==> src/rtl/mh_pkg.sv <==
// ----------------------------------------------------------------------------
// mh_pkg: shared types and constants of the magnetometer heading block
// Payload structs, register codes, datapath widths and the arctangent table
// used by the iterative CORDIC engine.
// ----------------------------------------------------------------------------
package mh_pkg;

  // Algorithm constants.
  localparam int CORDIC_STEPS    = 16;
  localparam int ANGLE_FRAC_BITS = 6;
  localparam int NSTEP  = (CORDIC_STEPS < 24) ? CORDIC_STEPS : 24;
  localparam int CNT_W  = $clog2(NSTEP);
  localparam int IDX_W  = 5;

  // Field widths.
  localparam int FLD_W  = 16;
  localparam int CAL_W  = 12;
  localparam int OFS_W  = 9;
  localparam int HEAD_W = 17;
  localparam int CFG_DW = 12;
  localparam int CFG_IW = 3;

  // Datapath widths.
  localparam int S_W  = CAL_W + 1;          // calibration span
  localparam int N_W  = 22;                 // centered, scaled reading
  localparam int P_W  = N_W + S_W;          // cross-scaled coordinate
  localparam int C_W  = P_W + 2;            // CORDIC vector with gain headroom
  localparam int Z_W  = 34;                 // angle in 2^-32 turn
  localparam int K_VAL = 360 << ANGLE_FRAC_BITS;
  localparam int K_W  = $clog2(K_VAL + 1) + 1;
  localparam int A_W  = (Z_W > N_W) ? Z_W : N_W;
  localparam int B_W  = (K_W > S_W) ? K_W : S_W;
  localparam int PR_W = A_W + B_W;
  localparam int OFF_W = OFS_W + ANGLE_FRAC_BITS;

  // Scaling factors of the calibration mapping.
  localparam int SCALE_IN   = 10;
  localparam int SCALE_LOW  = 100;
  localparam int SCALE_SPAN = 50;

  localparam logic signed [Z_W-1:0] Z_HALF = Z_W'(1) << 31;

  // Reset values.
  localparam logic              ENABLE_RST   = 1'b1;
  localparam logic signed [CAL_W-1:0] CAL_X_LOW_RST  = -12'sd19;
  localparam logic signed [CAL_W-1:0] CAL_X_HIGH_RST = 12'sd23;
  localparam logic signed [CAL_W-1:0] CAL_Y_LOW_RST  = -12'sd49;
  localparam logic signed [CAL_W-1:0] CAL_Y_HIGH_RST = -12'sd9;
  localparam logic [OFS_W-1:0]        OFFSET_RST     = 9'd285;
  localparam logic signed [FLD_W-1:0] TRACK_MIN_RST  = 16'sd10000;
  localparam logic signed [FLD_W-1:0] TRACK_MAX_RST  = -16'sd10000;

  // Arctangent of 2^-i in 2^-32 turn, truncated.
  localparam logic [31:0] ATAN_TURNS [24] = '{
    32'h20000000, 32'h12E4051D, 32'h09FB385B, 32'h051111D4, 32'h028B0D43,
    32'h0145D7E1, 32'h00A2F61E, 32'h00517C55, 32'h0028BE53, 32'h00145F2E,
    32'h000A2F98, 32'h000517CC, 32'h00028BE6, 32'h000145F3, 32'h0000A2F9,
    32'h0000517C, 32'h000028BE, 32'h0000145F, 32'h00000A2F, 32'h00000517,
    32'h0000028B, 32'h00000145, 32'h000000A2, 32'h00000051
  };

  function automatic logic signed [Z_W-1:0] atan_at(input logic [IDX_W-1:0] idx);
    return Z_W'(ATAN_TURNS[idx]);
  endfunction

  typedef enum logic [CFG_IW-1:0] {
    CFG_ENABLE         = 3'd0,
    CFG_CAL_X_LOW      = 3'd1,
    CFG_CAL_X_HIGH     = 3'd2,
    CFG_CAL_Y_LOW      = 3'd3,
    CFG_CAL_Y_HIGH     = 3'd4,
    CFG_HEADING_OFFSET = 3'd5
  } cfg_idx_e;

  typedef enum logic [2:0] {
    ST_IDLE,
    ST_SCALE,
    ST_MULX,
    ST_MULY,
    ST_START,
    ST_ROT,
    ST_CONV,
    ST_DONE
  } state_e;

  typedef struct packed {
    logic signed [FLD_W-1:0] field_x;
    logic signed [FLD_W-1:0] field_y;
  } in_t;

  typedef struct packed {
    logic signed [HEAD_W-1:0] heading;
    logic signed [FLD_W-1:0]  seen_x_min;
    logic signed [FLD_W-1:0]  seen_x_max;
    logic signed [FLD_W-1:0]  seen_y_min;
    logic signed [FLD_W-1:0]  seen_y_max;
    logic                     calib_error;
  } out_t;

  typedef struct packed {
    logic signed [FLD_W-1:0] x_min;
    logic signed [FLD_W-1:0] x_max;
    logic signed [FLD_W-1:0] y_min;
    logic signed [FLD_W-1:0] y_max;
  } track_t;

endpackage

==> src/rtl/mh_cordic.sv <==
// ----------------------------------------------------------------------------
// mh_cordic: iterative vectoring CORDIC
// Rotates (x, y) onto the positive X axis one micro-rotation per cycle and
// accumulates the angle in 2^-32 turn.
// ----------------------------------------------------------------------------
module mh_cordic (
  input  logic                            clk_i,
  input  logic                            rst_ni,
  input  logic                            start_i,
  input  logic signed [mh_pkg::C_W-1:0]   x_i,
  input  logic signed [mh_pkg::C_W-1:0]   y_i,
  output logic                            done_o,
  output logic signed [mh_pkg::Z_W-1:0]   angle_o
);
  import mh_pkg::*;

  logic                   busy_q, busy_d;
  logic                   done_q, done_d;
  logic [CNT_W-1:0]       cnt_q, cnt_d;
  logic signed [C_W-1:0]  x_q, x_d, y_q, y_d, dx, dy;
  logic signed [Z_W-1:0]  z_q, z_d, at;

  always_comb begin
    dx     = y_q >>> cnt_q;
    dy     = x_q >>> cnt_q;
    at     = atan_at(IDX_W'(cnt_q));
    busy_d = busy_q;
    done_d = 1'b0;
    cnt_d  = cnt_q;
    x_d    = x_q;
    y_d    = y_q;
    z_d    = z_q;
    if (start_i) begin
      cnt_d = '0;
      if (x_i == '0 && y_i == '0) begin
        // Degenerate vector: the angle is zero and no rotation is run.
        z_d    = '0;
        done_d = 1'b1;
        busy_d = 1'b0;
      end else if (x_i[C_W-1]) begin
        // Left half plane: turn by half a revolution first.
        z_d    = y_i[C_W-1] ? -Z_HALF : Z_HALF;
        x_d    = -x_i;
        y_d    = -y_i;
        busy_d = 1'b1;
      end else begin
        z_d    = '0;
        x_d    = x_i;
        y_d    = y_i;
        busy_d = 1'b1;
      end
    end else if (busy_q) begin
      if (!y_q[C_W-1] && y_q != '0) begin
        x_d = x_q + dx;
        y_d = y_q - dy;
        z_d = z_q + at;
      end else begin
        x_d = x_q - dx;
        y_d = y_q + dy;
        z_d = z_q - at;
      end
      cnt_d = cnt_q + CNT_W'(1);
      if (cnt_q == CNT_W'(NSTEP - 1)) begin
        busy_d = 1'b0;
        done_d = 1'b1;
      end
    end
  end

  always_ff @(posedge clk_i or negedge rst_ni) begin
    if (!rst_ni) begin
      busy_q <= 1'b0;
      done_q <= 1'b0;
      cnt_q  <= '0;
    end else begin
      busy_q <= busy_d;
      done_q <= done_d;
      cnt_q  <= cnt_d;
    end
  end

  always_ff @(posedge clk_i) begin
    x_q <= x_d;
    y_q <= y_d;
    z_q <= z_d;
  end

  assign done_o  = done_q;
  assign angle_o = z_q;

endmodule

==> src/rtl/mh_track.sv <==
// ----------------------------------------------------------------------------
// mh_track: running extremes of the raw readings
// Keeps the minimum and maximum of each axis over all samples marked by upd_i
// that have both axes nonzero.
// ----------------------------------------------------------------------------
module mh_track (
  input  logic                             clk_i,
  input  logic                             rst_ni,
  input  logic                             upd_i,
  input  logic signed [mh_pkg::FLD_W-1:0]  x_i,
  input  logic signed [mh_pkg::FLD_W-1:0]  y_i,
  output mh_pkg::track_t                   track_o
);
  import mh_pkg::*;

  track_t track_q, track_d;

  always_comb begin
    track_d = track_q;
    if (upd_i && x_i != '0 && y_i != '0) begin
      if (x_i > track_q.x_max) track_d.x_max = x_i;
      if (x_i < track_q.x_min) track_d.x_min = x_i;
      if (y_i > track_q.y_max) track_d.y_max = y_i;
      if (y_i < track_q.y_min) track_d.y_min = y_i;
    end
  end

  always_ff @(posedge clk_i or negedge rst_ni) begin
    if (!rst_ni) begin
      track_q.x_min <= TRACK_MIN_RST;
      track_q.x_max <= TRACK_MAX_RST;
      track_q.y_min <= TRACK_MIN_RST;
      track_q.y_max <= TRACK_MAX_RST;
    end else begin
      track_q <= track_d;
    end
  end

  assign track_o = track_q;

endmodule

==> src/rtl/magnetometer_heading.sv <==
// ----------------------------------------------------------------------------
// magnetometer_heading: compass heading from one magnetometer X/Y sample
// Maps each axis through its calibration window and computes the heading as
// atan2 in 1/64 degree plus a whole-degree offset, with running extremes.
// ----------------------------------------------------------------------------
// Usage:
//   The input channel (in_valid_i / in_ready_o / in_data_i) takes one X/Y
//   sample per transfer. The output channel (out_valid_o / out_ready_i /
//   out_data_o) returns the heading, the running extremes of both axes and
//   the calibration error flag. The configuration channel writes the enable,
//   the four calibration bounds and the heading offset; it is always ready
//   and must only be used while no sample is in flight.
//   A sample passes through scaling, the two cross multiplications, the
//   CORDIC setup, 16 CORDIC micro-rotations and the angle conversion
//   before the result is offered; the next sample is taken the cycle after
//   the result is registered. A bad calibration span skips the arithmetic
//   and goes straight to the result. The single shared multiplier and the
//   one-rotation-per-cycle CORDIC make these steps run one after another.
//   While disabled, samples are taken and dropped without a result.
//   If the receiver stalls, the finished result waits in the output
//   register while the next sample is already being worked on; a second
//   result waits in the final state until the register frees up.
//   Reset restores the default calibration and the extremes to +/-1000 uT.
// ----------------------------------------------------------------------------
module magnetometer_heading (
  input  logic                          clk_i,
  input  logic                          rst_ni,
  input  logic                          in_valid_i,
  output logic                          in_ready_o,
  input  mh_pkg::in_t                   in_data_i,
  output logic                          out_valid_o,
  input  logic                          out_ready_i,
  output mh_pkg::out_t                  out_data_o,
  input  logic                          cfg_valid_i,
  output logic                          cfg_ready_o,
  input  logic [mh_pkg::CFG_IW-1:0]     cfg_index_i,
  input  logic [mh_pkg::CFG_DW-1:0]     cfg_data_i
);
  import mh_pkg::*;

  // Configuration registers.
  logic                     enable_q;
  logic signed [CAL_W-1:0]  cal_x_low_q, cal_x_high_q, cal_y_low_q, cal_y_high_q;
  logic [OFS_W-1:0]         heading_offset_q;

  // Sequencer and datapath registers.
  state_e                   state_q, state_d;
  logic signed [FLD_W-1:0]  x_q, y_q;
  logic                     err_q;
  logic signed [N_W-1:0]    nx_q, ny_q;
  logic signed [C_W-1:0]    px_q, py_q;
  logic signed [PR_W-1:0]   prod_q;
  logic                     out_valid_q;
  out_t                     out_q;

  logic                     in_xfer, cfg_xfer, load_out, rot_done, cord_start;
  logic signed [S_W-1:0]    sx, sy;
  logic signed [N_W-1:0]    nx_d, ny_d;
  logic signed [A_W-1:0]    mul_a;
  logic signed [B_W-1:0]    mul_b;
  logic signed [PR_W-1:0]   mul_p;
  logic signed [Z_W-1:0]    angle;
  logic [PR_W-1:0]          rnd;
  logic [OFF_W-1:0]         off_full;
  logic [HEAD_W-1:0]        off, head;
  track_t                   track;

  assign in_ready_o  = (state_q == ST_IDLE);
  assign in_xfer     = in_valid_i && in_ready_o;
  assign cfg_ready_o = 1'b1;
  assign cfg_xfer    = cfg_valid_i && cfg_ready_o;

  // Register writes; unknown indexes are dropped.
  always_ff @(posedge clk_i or negedge rst_ni) begin
    if (!rst_ni) begin
      enable_q         <= ENABLE_RST;
      cal_x_low_q      <= CAL_X_LOW_RST;
      cal_x_high_q     <= CAL_X_HIGH_RST;
      cal_y_low_q      <= CAL_Y_LOW_RST;
      cal_y_high_q     <= CAL_Y_HIGH_RST;
      heading_offset_q <= OFFSET_RST;
    end else if (cfg_xfer) begin
      unique case (cfg_idx_e'(cfg_index_i))
        CFG_ENABLE:         enable_q         <= cfg_data_i[0];
        CFG_CAL_X_LOW:      cal_x_low_q      <= cfg_data_i;
        CFG_CAL_X_HIGH:     cal_x_high_q     <= cfg_data_i;
        CFG_CAL_Y_LOW:      cal_y_low_q      <= cfg_data_i;
        CFG_CAL_Y_HIGH:     cal_y_high_q     <= cfg_data_i;
        CFG_HEADING_OFFSET: heading_offset_q <= cfg_data_i[OFS_W-1:0];
        default: ;
      endcase
    end
  end

  // Calibration spans. A span of zero or less flags the sample as bad.
  assign sx = S_W'(cal_x_high_q) - S_W'(cal_x_low_q);
  assign sy = S_W'(cal_y_high_q) - S_W'(cal_y_low_q);

  // Centered readings scaled so that the mapped value is nx / sx exactly.
  assign nx_d = N_W'(x_q) * N_W'(SCALE_IN) - N_W'(cal_x_low_q) * N_W'(SCALE_LOW)
              - N_W'(sx) * N_W'(SCALE_SPAN);
  assign ny_d = N_W'(y_q) * N_W'(SCALE_IN) - N_W'(cal_y_low_q) * N_W'(SCALE_LOW)
              - N_W'(sy) * N_W'(SCALE_SPAN);

  // One multiplier serves both cross products and the angle conversion.
  always_comb begin
    case (state_q)
      ST_MULX: begin
        mul_a = A_W'(nx_q);
        mul_b = B_W'(sy);
      end
      ST_MULY: begin
        mul_a = A_W'(ny_q);
        mul_b = B_W'(sx);
      end
      default: begin
        mul_a = A_W'(angle);
        mul_b = B_W'(K_VAL);
      end
    endcase
  end
  assign mul_p = mul_a * mul_b;

  // Sequencer.
  always_comb begin
    state_d    = state_q;
    cord_start = 1'b0;
    load_out   = 1'b0;
    unique case (state_q)
      ST_IDLE: begin
        if (in_xfer && enable_q) begin
          if (sx[S_W-1] || sx == '0 || sy[S_W-1] || sy == '0) begin
            state_d = ST_DONE;
          end else begin
            state_d = ST_SCALE;
          end
        end
      end
      ST_SCALE: state_d = ST_MULX;
      ST_MULX:  state_d = ST_MULY;
      ST_MULY:  state_d = ST_START;
      ST_START: begin
        cord_start = 1'b1;
        state_d    = ST_ROT;
      end
      ST_ROT: begin
        if (rot_done) state_d = ST_CONV;
      end
      ST_CONV: state_d = ST_DONE;
      ST_DONE: begin
        if (!out_valid_q || out_ready_i) begin
          load_out = 1'b1;
          state_d  = ST_IDLE;
        end
      end
      default: state_d = ST_IDLE;
    endcase
  end

  always_ff @(posedge clk_i or negedge rst_ni) begin
    if (!rst_ni) begin
      state_q     <= ST_IDLE;
      out_valid_q <= 1'b0;
    end else begin
      state_q <= state_d;
      if (load_out) begin
        out_valid_q <= 1'b1;
      end else if (out_ready_i) begin
        out_valid_q <= 1'b0;
      end
    end
  end

  // Datapath registers; each is written only in its own step.
  always_ff @(posedge clk_i) begin
    if (in_xfer) begin
      x_q   <= in_data_i.field_x;
      y_q   <= in_data_i.field_y;
      err_q <= sx[S_W-1] || sx == '0 || sy[S_W-1] || sy == '0;
    end
    if (state_q == ST_SCALE) begin
      nx_q <= nx_d;
      ny_q <= ny_d;
    end
    if (state_q == ST_MULX) px_q <= C_W'(mul_p);
    if (state_q == ST_MULY) py_q <= C_W'(mul_p);
    if (state_q == ST_CONV) prod_q <= mul_p;
    if (load_out) begin
      out_q.heading     <= head;
      out_q.seen_x_min  <= track.x_min;
      out_q.seen_x_max  <= track.x_max;
      out_q.seen_y_min  <= track.y_min;
      out_q.seen_y_max  <= track.y_max;
      out_q.calib_error <= err_q;
    end
  end

  // Round the angle to output units (half up), then add the offset.
  assign rnd      = prod_q + (PR_W'(1) << 31);
  assign off_full = OFF_W'(heading_offset_q) << ANGLE_FRAC_BITS;
  assign off      = HEAD_W'(off_full);
  assign head     = err_q ? off : (rnd[32 +: HEAD_W] + off);

  mh_cordic u_cordic (
    .clk_i   (clk_i),
    .rst_ni  (rst_ni),
    .start_i (cord_start),
    .x_i     (px_q),
    .y_i     (py_q),
    .done_o  (rot_done),
    .angle_o (angle)
  );

  mh_track u_track (
    .clk_i   (clk_i),
    .rst_ni  (rst_ni),
    .upd_i   (in_xfer && enable_q),
    .x_i     (in_data_i.field_x),
    .y_i     (in_data_i.field_y),
    .track_o (track)
  );

  assign out_valid_o = out_valid_q;
  assign out_data_o  = out_q;

endmodule
==> config.mk <==
export PLATFORM = sky130hd
export DESIGN_NAME = magnetometer_heading
export DESIGN_NICKNAME = d
export VERILOG_FILES = /design/src/rtl/mh_pkg.sv /design/src/rtl/mh_cordic.sv /design/src/rtl/mh_track.sv /design/src/rtl/magnetometer_heading.sv
export SDC_FILE = /design/constraint.sdc
export NUM_CORES = 2
export LEC_CHECK = 0
export BUFFER_PORTS_ARGS = -buffer_cell sky130_fd_sc_hd__buf_2
export CORE_ASPECT_RATIO = 0.75
export CORE_MARGIN = 2
export CORE_UTILIZATION = 27
export DETAILED_ROUTE_END_ITERATION = 7
export PLACE_DENSITY_LB_ADDON = 0.25
export SLEW_MARGIN = 40
export SYNTH_ARGS = -nofsm -noshare
export SYNTH_HDL_FRONTEND = slang
export SYNTH_SLANG_ARGS = --single-unit
==> constraint.sdc <==
create_clock -name clk_i -period 12.6 [get_ports clk_i]
set_input_delay 0 -clock clk_i [delete_from_list [all_inputs] [get_ports clk_i]]
set_output_delay 0 -clock clk_i [all_outputs]
set_load 0.01 [all_outputs]
==> reports/qor.yml <==
placement:
  dp_hpwl_um: 149900
  portBuffers: 135
  dpl_cell_area_um2: 65340
  gp_congestion: 0.9095
synthesis:
  synth_top_family_by_area: "adder cells"
  synth-xor-area-share: 0.06735
  muxShareOfSynthArea: 0.07321
  yosysWarnings: 0
  synthAdderAreaFrac: 0.3152
  synth.ff_latch_count: 489
  synth-compound-area-share: 0.1122
  ys_types: 89
  synth-simple-area-share: 0.1177
  avgSynthCellArea_um2: 9.437
  synth_edf_count: 357
  synthArstFlopShare: 0.2699
  yosysSeqAreaShare: 0.2313
  synth_top_area_frac: 0.1917
  netlist_top_cells_count: "inv_1, nand2_1, ha_1"
  syn_area_um2: 60990
  synth_most_common_cell: "inv_1"
  ys.flop_type: "edfxtp_1"
  syn_inst: 6463
  synth.area.top_cells: "fa_1, edfxtp_1, ha_1, inv_1, xnor2_1"
  synth_top_area_cell: "fa_1"
outcome:
  status: "complete, no violations"
critical_path:
  startpoint_type: "register"
  cpPeakStageDelay_ps: 740
  crit_arrival_ps: 11790
  worst-r2r-setup-slack_ps: 1270
  ff2ff_path_depth: 35
  worstPathRequired_ps: 13060
  critPathKind: "reg2reg"
  cp-startpoint: "cal_y_low_q[0]"
  endpoint_kind: "register"
  regToRegEndpoint: "prod_q[48]"
  crit_family: "compound AO/OA/AOI/OAI gates"
  worstPathMaxFanout: 10
  slowest_stage: "o311ai_0"
  cp_common_cell: "fa_1"
  crit_buf_inv: 7
  r2r_start: "cal_y_low_q[0]"
clock_tree:
  root_buffer: "clkbuf_16"
  ctsLongestPathBuffers: 3
  cts_sinks: 489
  cts.htree.levels: 2
  clkTransAtPathRegs_ps: 60
  insertion_delay_ps: 750
  cts_buffers: 61
  cts_tree: "done"
timing:
  tightest_slew_ps: 924.3
  finClkSkew_ps: 72.42
  finalCritPeriodShare: 0.8990
  post-route-min-period_ps: 11330
  tns_ps: 0
  setup_viol: 0
  slew_violations: 0
  fmax_ghz: 0.08828
  rsz0062_at_grt: "no"
  hold_viol: 0
  maxSlewHeadroom: 0.3838
global_routing:
  grt_remaining_overflow: 0
  grt_pass1_wl_um: 283600
  grt_antenna_before_repair: 9
  grt_pass1_vias: 45970
  grtUsageTotal: 0.1594
  grt_start_max_net_pins: 74
worst_hold_path:
  hold_depth: 2
  hold_path_class: "in2reg"
  hp-start: "in_data_i[21]"
  holdPathEnd: "x_q[5]"
finish:
  nNetsFinal: 7834
  stdcell_area_um2: 68220
  fill_cells: 23770
  drive_above_1_share: 0.1083
  syn_to_final_growth_pct: 11.85
floorplan:
  fp.dieH_um: 415.6
  start_util: 0.2708
  io_pins: 137
  std_cell_rows: 151
  die_x_um: 552.8
  coreArea_um2: 225200
  die-area_um2: 229800
route:
  vias: 46390
  ant_nets: 0
  wl_um: 184000
  first_pass_iters: 6
  drt_iter0_markers: 3739
  routedWlPerCell_um: 19.10
  viasPerCell: 4.815
  drc_errors: 0
run:
  maxCapViolCount: 0
[stage by stage]
stage | hold slack [ps] | setup WS (ps) | std cells | util
final | 79.60 | 1272 | 9634 | 0.3029
after global routing | 43.32 | 569.2 | 9632 | 0.3029
after CTS | 4.705 | 1295 | 9630 | 0.3026
after detailed placement | 146.8 | 1369 | 9460 | 0.2901
after global placement | 138.3 | 1339 | 9459 | 0.2899
after floorplan | -295.6 | 3447 | 6474 | -
[kinds of logic after synthesis]
logic type | Yosys count
flops | 489
mux | 327
other cells | 2
fa+ha+maj | 1186
compound gates | 1094
buf+inv | 1324
xor+xnor | 469
simple gates | 1572
[registers in the layout, indices dropped and copies added (netlist names), 3 cells and up]
| register | flops |
|---|---|
| nx_q | 21 |
| state_q | 3 |
| u_cordic.x_q | 37 |
| cal_x_low_q | 12 |
| heading_offset_q | 9 |
| cal_y_low_q | 12 |
| cal_x_high_q | 12 |
| prod_q | 18 |
| x_q | 16 |
| u_cordic.angle_o | 34 |
| u_track.track_o | 64 |
| py_q | 37 |
| ny_q | 21 |
| px_q | 37 |
| out_data_o | 82 |
| cal_y_high_q | 12 |
| y_q | 16 |
| u_cordic.cnt_q | 4 |
| u_cordic.y_q | 37 |
[cell type report]
| class | count | area (µm²) | share of cell area |
|---|---|---|---|
| diodes | 3 | 7.507 | 0.0001100 |
| clock buffers | 69 | 1619 | 0.02373 |
| clock inverters | 46 | 615.6 | 0.009023 |
| inverters | 1113 | 4178 | 0.06124 |
| multi-input cells | 4661 | 42080 | 0.6168 |
| flip-flops and latches | 489 | 14120 | 0.2070 |
| well taps | 2983 | 3732 | 0.05471 |
| repair buffers | 270 | 1868 | 0.02738 |
[cells in the final DEF (no fill, tap or decap), types with 49 or more instances in the layout]
| cell | netlist | final |
|---|---|---|
| mux4_2 | 64 | 64 |
| buf_2 | 17 | 134 |
| mux2i_1 | 85 | 85 |
| a21o_1 | 121 | 121 |
| dlygate4sd3_1 | 0 | 54 |
| nand3_1 | 71 | 70 |
| xor2_1 | 166 | 166 |
| o21a_1 | 51 | 51 |
| clkbuf_16 | 0 | 63 |
| mux2_2 | 166 | 166 |
| ha_1 | 602 | 602 |
| nand2_1 | 688 | 685 |
| a21oi_1 | 324 | 322 |
| o21ai_0 | 268 | 264 |
| inv_1 | 1107 | 1106 |
| nor2_1 | 349 | 343 |
| buf_4 | 4 | 74 |
| fa_1 | 584 | 584 |
| dfrtp_1 | 65 | 60 |
| nand2b_1 | 52 | 51 |
| dfstp_2 | 67 | 67 |
| xnor2_1 | 303 | 302 |
| nor3_1 | 93 | 88 |
| edfxtp_1 | 357 | 357 |
| nor2b_1 | 50 | 49 |
[worst max-delay path by stage]
stage	end	slack, ps	cells after the start
6_report	prod_q[48]	1270	35
5_1_grt	prod_q[48]	570	35
4_1_cts	prod_q[48]	1300	36
3_5_place_dp	prod_q[48]	1370	38
3_3_place_gp	prod_q[47]	1340	37
2_1_floorplan	prod_q[48]	3450	37
[metal layers]
layer	up-vias	share of wire	track usage
met3	165	0.072	0.03284
met1	23130	0.51	0.2461
li1	21870	-	-
met4	0	0.021	0.03404
met2	1223	0.40	0.2242
met5	-	0	0
[what timing repair did]
action / in CTS / in global routing
buffers inserted: 0 / 0
resized for setup: 0 / 0
hold endpoints to repair: 233 / 0
hold buffers: 55 / 0
Power is not shown: default switching activity piles up to over one toggle a cycle in this logic, so the estimate is an artifact.
